## src/rtl/prf_pkg.sv

```systemverilog
// Shared constants, types and the filter code list for the PNG scanline filter.
// Used by prf_line_store, prf_predictor and png_row_filter_top.
package prf_pkg;

  localparam int MAX_ROW_BYTES = 4096;
  localparam int ADDR_W        = $clog2(MAX_ROW_BYTES);
  localparam int COL_W         = 13;
  localparam int BPP_W         = 4;
  localparam int HIST_DEPTH    = 8;
  localparam int HIST_IDX_W    = $clog2(HIST_DEPTH);

  localparam logic [2:0] FILT_NONE  = 3'd0;
  localparam logic [2:0] FILT_SUB   = 3'd1;
  localparam logic [2:0] FILT_UP    = 3'd2;
  localparam logic [2:0] FILT_AVG   = 3'd3;
  localparam logic [2:0] FILT_PAETH = 3'd4;

  localparam logic CFG_BPP       = 1'b0;
  localparam logic CFG_ROW_BYTES = 1'b1;

  typedef logic [7:0] byte_t;

  // One pixel byte on its way from the line store read to the predictor.
  typedef struct packed {
    byte_t      raw;
    logic [2:0] filt;
    logic       top;
    logic       has_left;
    logic       row_start;
  } item_t;

endpackage

```

## src/rtl/prf_predictor.sv

```systemverilog
// Neighbor history and predictor: forms a, b, c, picks the prediction and subtracts.
// Uses prf_pkg; fed by the line store read data in png_row_filter_top.
module prf_predictor (
  input  logic                      clk,
  input  logic                      rst,
  input  logic                      adv,
  input  prf_pkg::item_t            item,
  input  prf_pkg::byte_t            up_raw,
  input  logic [prf_pkg::BPP_W-1:0] bpp,
  output prf_pkg::byte_t            filtered
);
  import prf_pkg::*;

  byte_t                 left_hist  [HIST_DEPTH];
  byte_t                 upleft_hist[HIST_DEPTH];
  logic [HIST_IDX_W-1:0] sel;
  logic [BPP_W-1:0]      bpp_m1;
  byte_t                 a, b, c, pred;
  logic [8:0]            avg_sum;
  logic [9:0]            pa, pb, pc;
  logic signed [10:0]    d_bc, d_ac, d_abc;

  assign bpp_m1 = bpp - BPP_W'(1);
  assign sel    = bpp_m1[HIST_IDX_W-1:0];
  assign b      = item.top ? 8'd0 : up_raw;
  assign a      = item.has_left ? left_hist[sel] : 8'd0;
  assign c      = item.has_left ? upleft_hist[sel] : 8'd0;

  // Paeth distances in the form that avoids the wide intermediate p.
  assign d_bc  = $signed({3'b000, b}) - $signed({3'b000, c});
  assign d_ac  = $signed({3'b000, a}) - $signed({3'b000, c});
  assign d_abc = $signed({3'b000, a}) + $signed({3'b000, b}) - $signed({2'b00, c, 1'b0});
  assign pa    = d_bc[10]  ? 10'(-d_bc)  : d_bc[9:0];
  assign pb    = d_ac[10]  ? 10'(-d_ac)  : d_ac[9:0];
  assign pc    = d_abc[10] ? 10'(-d_abc) : d_abc[9:0];

  assign avg_sum = {1'b0, a} + {1'b0, b};

  always_comb begin
    case (item.filt)
      FILT_SUB:   pred = a;
      FILT_UP:    pred = b;
      FILT_AVG:   pred = avg_sum[8:1];
      FILT_PAETH: begin
        if (pa <= pb && pa <= pc) begin
          pred = a;
        end else if (pb <= pc) begin
          pred = b;
        end else begin
          pred = c;
        end
      end
      default:    pred = 8'd0;
    endcase
  end

  assign filtered = item.raw - pred;

  always_ff @(posedge clk) begin
    if (rst) begin
      for (int i = 0; i < HIST_DEPTH; i++) begin
        left_hist[i]   <= 8'd0;
        upleft_hist[i] <= 8'd0;
      end
    end else if (adv) begin
      for (int i = HIST_DEPTH - 1; i > 0; i--) begin
        left_hist[i]   <= left_hist[i-1];
        upleft_hist[i] <= upleft_hist[i-1];
      end
      left_hist[0]   <= item.raw;
      upleft_hist[0] <= b;
    end
  end

endmodule

```

## config.mk

```make
export PLATFORM = sky130hd
export DESIGN_NAME = prf_predictor
export DESIGN_NICKNAME = d
export VERILOG_FILES = /design/src/rtl/prf_pkg.sv /design/src/rtl/prf_predictor.sv
export SDC_FILE = /design/constraint.sdc
export NUM_CORES = 1
export LEC_CHECK = 0
export BUFFER_PORTS_ARGS = -buffer_cell sky130_fd_sc_hd__buf_4
export CORE_ASPECT_RATIO = 0.7
export CORE_UTILIZATION = 49
export CTS_CLUSTER_SIZE = 24
export DETAILED_ROUTE_END_ITERATION = 10
export GPL_TIMING_DRIVEN = 0
export PLACE_DENSITY = 0.66
export RECOVER_POWER = 100
export SKIP_LAST_GASP = 1
export SLEW_MARGIN = 30
export SYNTH_ARGS = -nofsm -noshare
export SYNTH_HDL_FRONTEND = slang
export SYNTH_SLANG_ARGS = --single-unit
```

## constraint.sdc

```tcl
create_clock -name clk -period 44.4 [get_ports clk]
set_clock_uncertainty 0.1 [all_clocks]
set_input_delay 11.1 -clock clk [delete_from_list [all_inputs] [get_ports clk]]
set_output_delay 11.1 -clock clk [all_outputs]
set_load 0.02 [all_outputs]
```

==> impl_summary.log <==
[metrics] status: complete, but fails checks
[metrics] violations in the final reports: capacitance limit, slew limit
[metrics] met1 GRT Util: 38.6%
[metrics] Worst EP arrival: approximately 24 ns
[metrics] mean area per synthesized cell: ~11 µm²
[metrics] global-route wire length before repair: approximately 36 mm
[metrics] number of primary I/O pins: 37
[metrics] power density of the placed cells: a little under 50 mW/mm²
[metrics] met2 capacity usage during global routing: 35.8%
[metrics] Post-DRT Antenna Nets: 0
[metrics] leakage power: around 4.3 nW
[metrics] die height: between 100 and 150 µm
[metrics] endpoint type of the worst setup path: output pin
[metrics] clock period minus final worst setup slack: 35.13 ns
[metrics] total number of nets in the final design: 1000
[metrics] CP dominant cell by count: sky130_fd_sc_hd__clkbuf_1
[metrics] critical path required time: approximately 33 ns
[metrics] global route hottest layer: met1
[metrics] Max Cap Viol: 4
[metrics] tightest slew margin relative to the limit: -41.0%
[metrics] Worst IR Drop VDD: roughly 0.029 mV
[metrics] area of all placed cells without fillers: between 0.01 and 0.015 mm²
[metrics] Post-synth EDFFs: 128
[metrics] starting density of the core: 50.6%
[metrics] Std-Cell Core Area: 0.0182 mm²
[metrics] Critical Path Start Type: primary input
[metrics] vias in the first global route: around 6400
[metrics] Period Utilization, post-route: between 70% and 80%
[metrics] critical path class: primary input to output pin
[metrics] total number of yosys warnings: 0
[metrics] Cell Area, Placed: 0.00980 mm²
[metrics] Site Rows: slightly above 40
[metrics] Synth Register Bits: ~130
[metrics] number of pins with negative max-slew slack in the final report: around 140
[metrics] global routing met3 resource utilization: ~5.7%
[metrics] total DRC errors in the routed layout: 0
[metrics] remaining global-route overflow: 0
[metrics] Setup TNS Final: 0 ns
[metrics] fraction of final layout cells sized beyond drive strength 1: 12.7%
[metrics] antenna violations before repair: 0
[metrics] horizontal die dimension: around 170 µm
[metrics] violation count after the first detailed-routing iteration: 596
[metrics] count of non-filler cells in the finished layout: approximately 1100
[metrics] achievable frequency: between 20 and 30 MHz
[metrics] mean routed wirelength per cell: ~20 µm
[metrics] # setup viols final: 0
[metrics] worst min-delay path class: register to register
[metrics] CTS buffer count: 17
[metrics] Cell Area, Synth: 0.00919 mm²
[metrics] growth of design area from synthesis to finish: 11.8%
[metrics] source-to-sink clock delay at the later pin of the worst-skew pair: 0.41 ns
[metrics] buffers from clock root to sink, at most: 2
[metrics] unrepaired setup endpoints after global routing: false
[metrics] count of inserted antenna diode cells: 0
[metrics] CTS H-tree lvls: 4
[metrics] final setup margin: just over 9 ns
[metrics] cells after synthesis: around 830
[metrics] number of clock sinks: 128
[metrics] number of buffers inserted by hold repair at cts: 0
[metrics] post-CTS setup buffer count: 0
[metrics] final HPWL from detailed placement: about 18 mm
[metrics] final weighted congestion of routability-driven global placement: between 0.8 and 0.9
[metrics] global routing usage summed across all routing layers: between 20% and 30%
[metrics] fraction of registers with async set/reset: 0%
[metrics] worst hold-check slack: 0.441 ns
[metrics] placement-stage worst setup slack: about 10 ns
[metrics] largest fanout of any net on the critical path: 10
[metrics] Most used DFF post-synth: sky130_fd_sc_hd__edfxtp_1
[metrics] Worst path max stage delay: 0.95 ns
[metrics] post-route core utilization: 56.6%
[metrics] clock tree from TritonCTS: done
[metrics] die footprint: just under 0.02 mm²
[metrics] Vias per Instance: between 5 and 6
[metrics] count of distinct cell types in the synthesized netlist: between 70 and 80
[metrics] Slowest cell on crit path: sky130_fd_sc_hd__o221ai_1
[metrics] root buffer cell: sky130_fd_sc_hd__clkbuf_16
[metrics] buffers added on ports: 32
[metrics] slew of the pin with the lowest slew margin: about 2.1 ns
[metrics] Final Routed Wirelength: ~23 mm
[metrics] vias after detailed routing: 6515
[metrics] sequential element share of the synthesized area: between 40% and 50%
[metrics] first-pass iteration count of the detailed router: 5
[metrics] post-cts repair resize count: 0
[metrics] largest net degree at the start of global routing: 37
[metrics] number of hold violations in the final report: 0
[metrics] clk slew on worst S/H paths: approximately 0.060 ns
[metrics] total power after layout: 502 µW
[metrics] cell count after placement: 1107
[kinds of logic after synthesis]
family	count (synthesis)	synth area share, %
simple gates	313	18.4
compound gates	130	10.2
flops	128	41.8
buf+inv	90	3.69
fa+ha+maj	81	11.9
xor+xnor	47	4.89
mux	42	8.96
other cells	2	0.0818
[cells in the mapped netlist, types with 2 or more instances]
cell type | count | share of area (%)
sky130_fd_sc_hd__a221oi_1 | 7 | 0.67
sky130_fd_sc_hd__a21oi_4 | 2 | 0.35
sky130_fd_sc_hd__nand2b_1 | 18 | 1.2
sky130_fd_sc_hd__nand4_1 | 7 | 0.48
sky130_fd_sc_hd__nand3_1 | 8 | 0.44
sky130_fd_sc_hd__ha_1 | 70 | 9.5
sky130_fd_sc_hd__a21oi_1 | 33 | 1.8
sky130_fd_sc_hd__a31oi_1 | 2 | 0.14
sky130_fd_sc_hd__xnor2_2 | 2 | 0.35
sky130_fd_sc_hd__xor2_1 | 11 | 1.0
sky130_fd_sc_hd__a311oi_1 | 3 | 0.29
sky130_fd_sc_hd__nand2_1 | 69 | 2.8
sky130_fd_sc_hd__mux2_2 | 2 | 0.25
sky130_fd_sc_hd__a221o_1 | 3 | 0.33
sky130_fd_sc_hd__buf_1 | 2 | 0.082
sky130_fd_sc_hd__and3_1 | 5 | 0.34
sky130_fd_sc_hd__o21a_1 | 2 | 0.16
sky130_fd_sc_hd__nor2_1 | 49 | 2.0
sky130_fd_sc_hd__a21o_1 | 14 | 1.1
sky130_fd_sc_hd__mux4_2 | 32 | 7.8
sky130_fd_sc_hd__inv_1 | 64 | 2.6
sky130_fd_sc_hd__and3_2 | 2 | 0.16
sky130_fd_sc_hd__clkbuf_1 | 22 | 0.90
sky130_fd_sc_hd__o21bai_1 | 4 | 0.33
sky130_fd_sc_hd__o31ai_2 | 2 | 0.27
sky130_fd_sc_hd__o21ai_2 | 2 | 0.19
sky130_fd_sc_hd__o31ai_1 | 6 | 0.49
sky130_fd_sc_hd__o21ai_0 | 23 | 1.3
sky130_fd_sc_hd__a21boi_0 | 12 | 0.98
sky130_fd_sc_hd__nor2b_1 | 12 | 0.82
sky130_fd_sc_hd__edfxtp_1 | 128 | 42
sky130_fd_sc_hd__fa_1 | 11 | 2.4
sky130_fd_sc_hd__nor4_1 | 2 | 0.14
sky130_fd_sc_hd__mux2i_1 | 8 | 0.87
sky130_fd_sc_hd__conb_1 | 2 | 0.082
sky130_fd_sc_hd__nor3_1 | 6 | 0.33
sky130_fd_sc_hd__and2_1 | 119 | 8.1
sky130_fd_sc_hd__nor3b_1 | 2 | 0.16
sky130_fd_sc_hd__xnor2_1 | 32 | 3.1
[cell usage in the layout, fill, tap and decap left out, types with 3 or more instances in the layout]
cell	n
sky130_fd_sc_hd__edfxtp_1	128
sky130_fd_sc_hd__ha_1	70
sky130_fd_sc_hd__nand2_1	69
sky130_fd_sc_hd__inv_1	64
sky130_fd_sc_hd__and2_0	62
sky130_fd_sc_hd__and2_1	57
sky130_fd_sc_hd__nor2_1	49
sky130_fd_sc_hd__clkbuf_1	33
sky130_fd_sc_hd__a21oi_1	33
sky130_fd_sc_hd__mux4_2	32
sky130_fd_sc_hd__xnor2_1	32
sky130_fd_sc_hd__buf_4	26
sky130_fd_sc_hd__o21ai_0	23
sky130_fd_sc_hd__nand2b_1	18
sky130_fd_sc_hd__clkbuf_16	17
sky130_fd_sc_hd__a21o_1	14
sky130_fd_sc_hd__nor2b_1	12
sky130_fd_sc_hd__xor2_1	11
sky130_fd_sc_hd__fa_1	11
sky130_fd_sc_hd__nand3_1	8
sky130_fd_sc_hd__mux2i_1	8
sky130_fd_sc_hd__nand4_1	7
sky130_fd_sc_hd__a221oi_1	7
sky130_fd_sc_hd__a21boi_1	6
sky130_fd_sc_hd__a21boi_0	6
sky130_fd_sc_hd__o31ai_1	6
sky130_fd_sc_hd__nor3_1	6
sky130_fd_sc_hd__and3_1	5
sky130_fd_sc_hd__clkinv_1	5
sky130_fd_sc_hd__o21bai_1	4
sky130_fd_sc_hd__conb_1	4
sky130_fd_sc_hd__clkinv_2	4
sky130_fd_sc_hd__clkinvlp_4	4
sky130_fd_sc_hd__a311oi_1	3
sky130_fd_sc_hd__a221o_1	3
[area by class of cell]
type,count,area (µm²)
Fill cell,1595,7890
Buffer,25,95.1
Clock inverter,14,125
Timing Repair Buffer,36,240
Inverter,65,244
Tap cell,236,295
Multi-Input combinational cell,617,5000
Sequential cell,128,3840
Clock buffer,17,425
[per-layer routing]
layer / wire, µm / up-vias
met3: 1880 / 14
met5: 0 / -
met1: 11500 / 3171
li1: - / 3094
met2: 9010 / 236
met4: 146 / 0
[state kept, by name, indices dropped and copies added, names as in the netlist]
name and cells:
left_hist 64, upleft_hist 64
[worst max-delay path, delay by kind of cell]
family                   cells  cell delay [ns]
AO/OA/AOI/OAI               15             4.40
adder cells (fa/ha/maj)      5             1.85
multiplexers                 2             0.79
XOR/XNOR                     3             0.88
buffers and inverters        9             3.29
AND/OR/NAND/NOR              9             1.57
[power by group]
group / switching, mW / internal, mW
combinational: 0.131 / 0.0938
clock: 0.0508 / 0.0809
sequential: 0.00348 / 0.142
total: 0.186 / 0.316
[worst paths after layout]
check	startpoint	end	slack (ns)	cells after the start
setup / recovery	bpp[0]	filtered[7]	9.27	43
hold / removal	left_hist[1][7]	left_hist[2][7]	0.44	1
setup reg to reg	upleft_hist[0][3]	upleft_hist[1][3]	43.43	1
hold reg to reg	left_hist[1][7]	left_hist[2][7]	0.44	1
No activity file was read; power rests on OpenSTA's default activity.
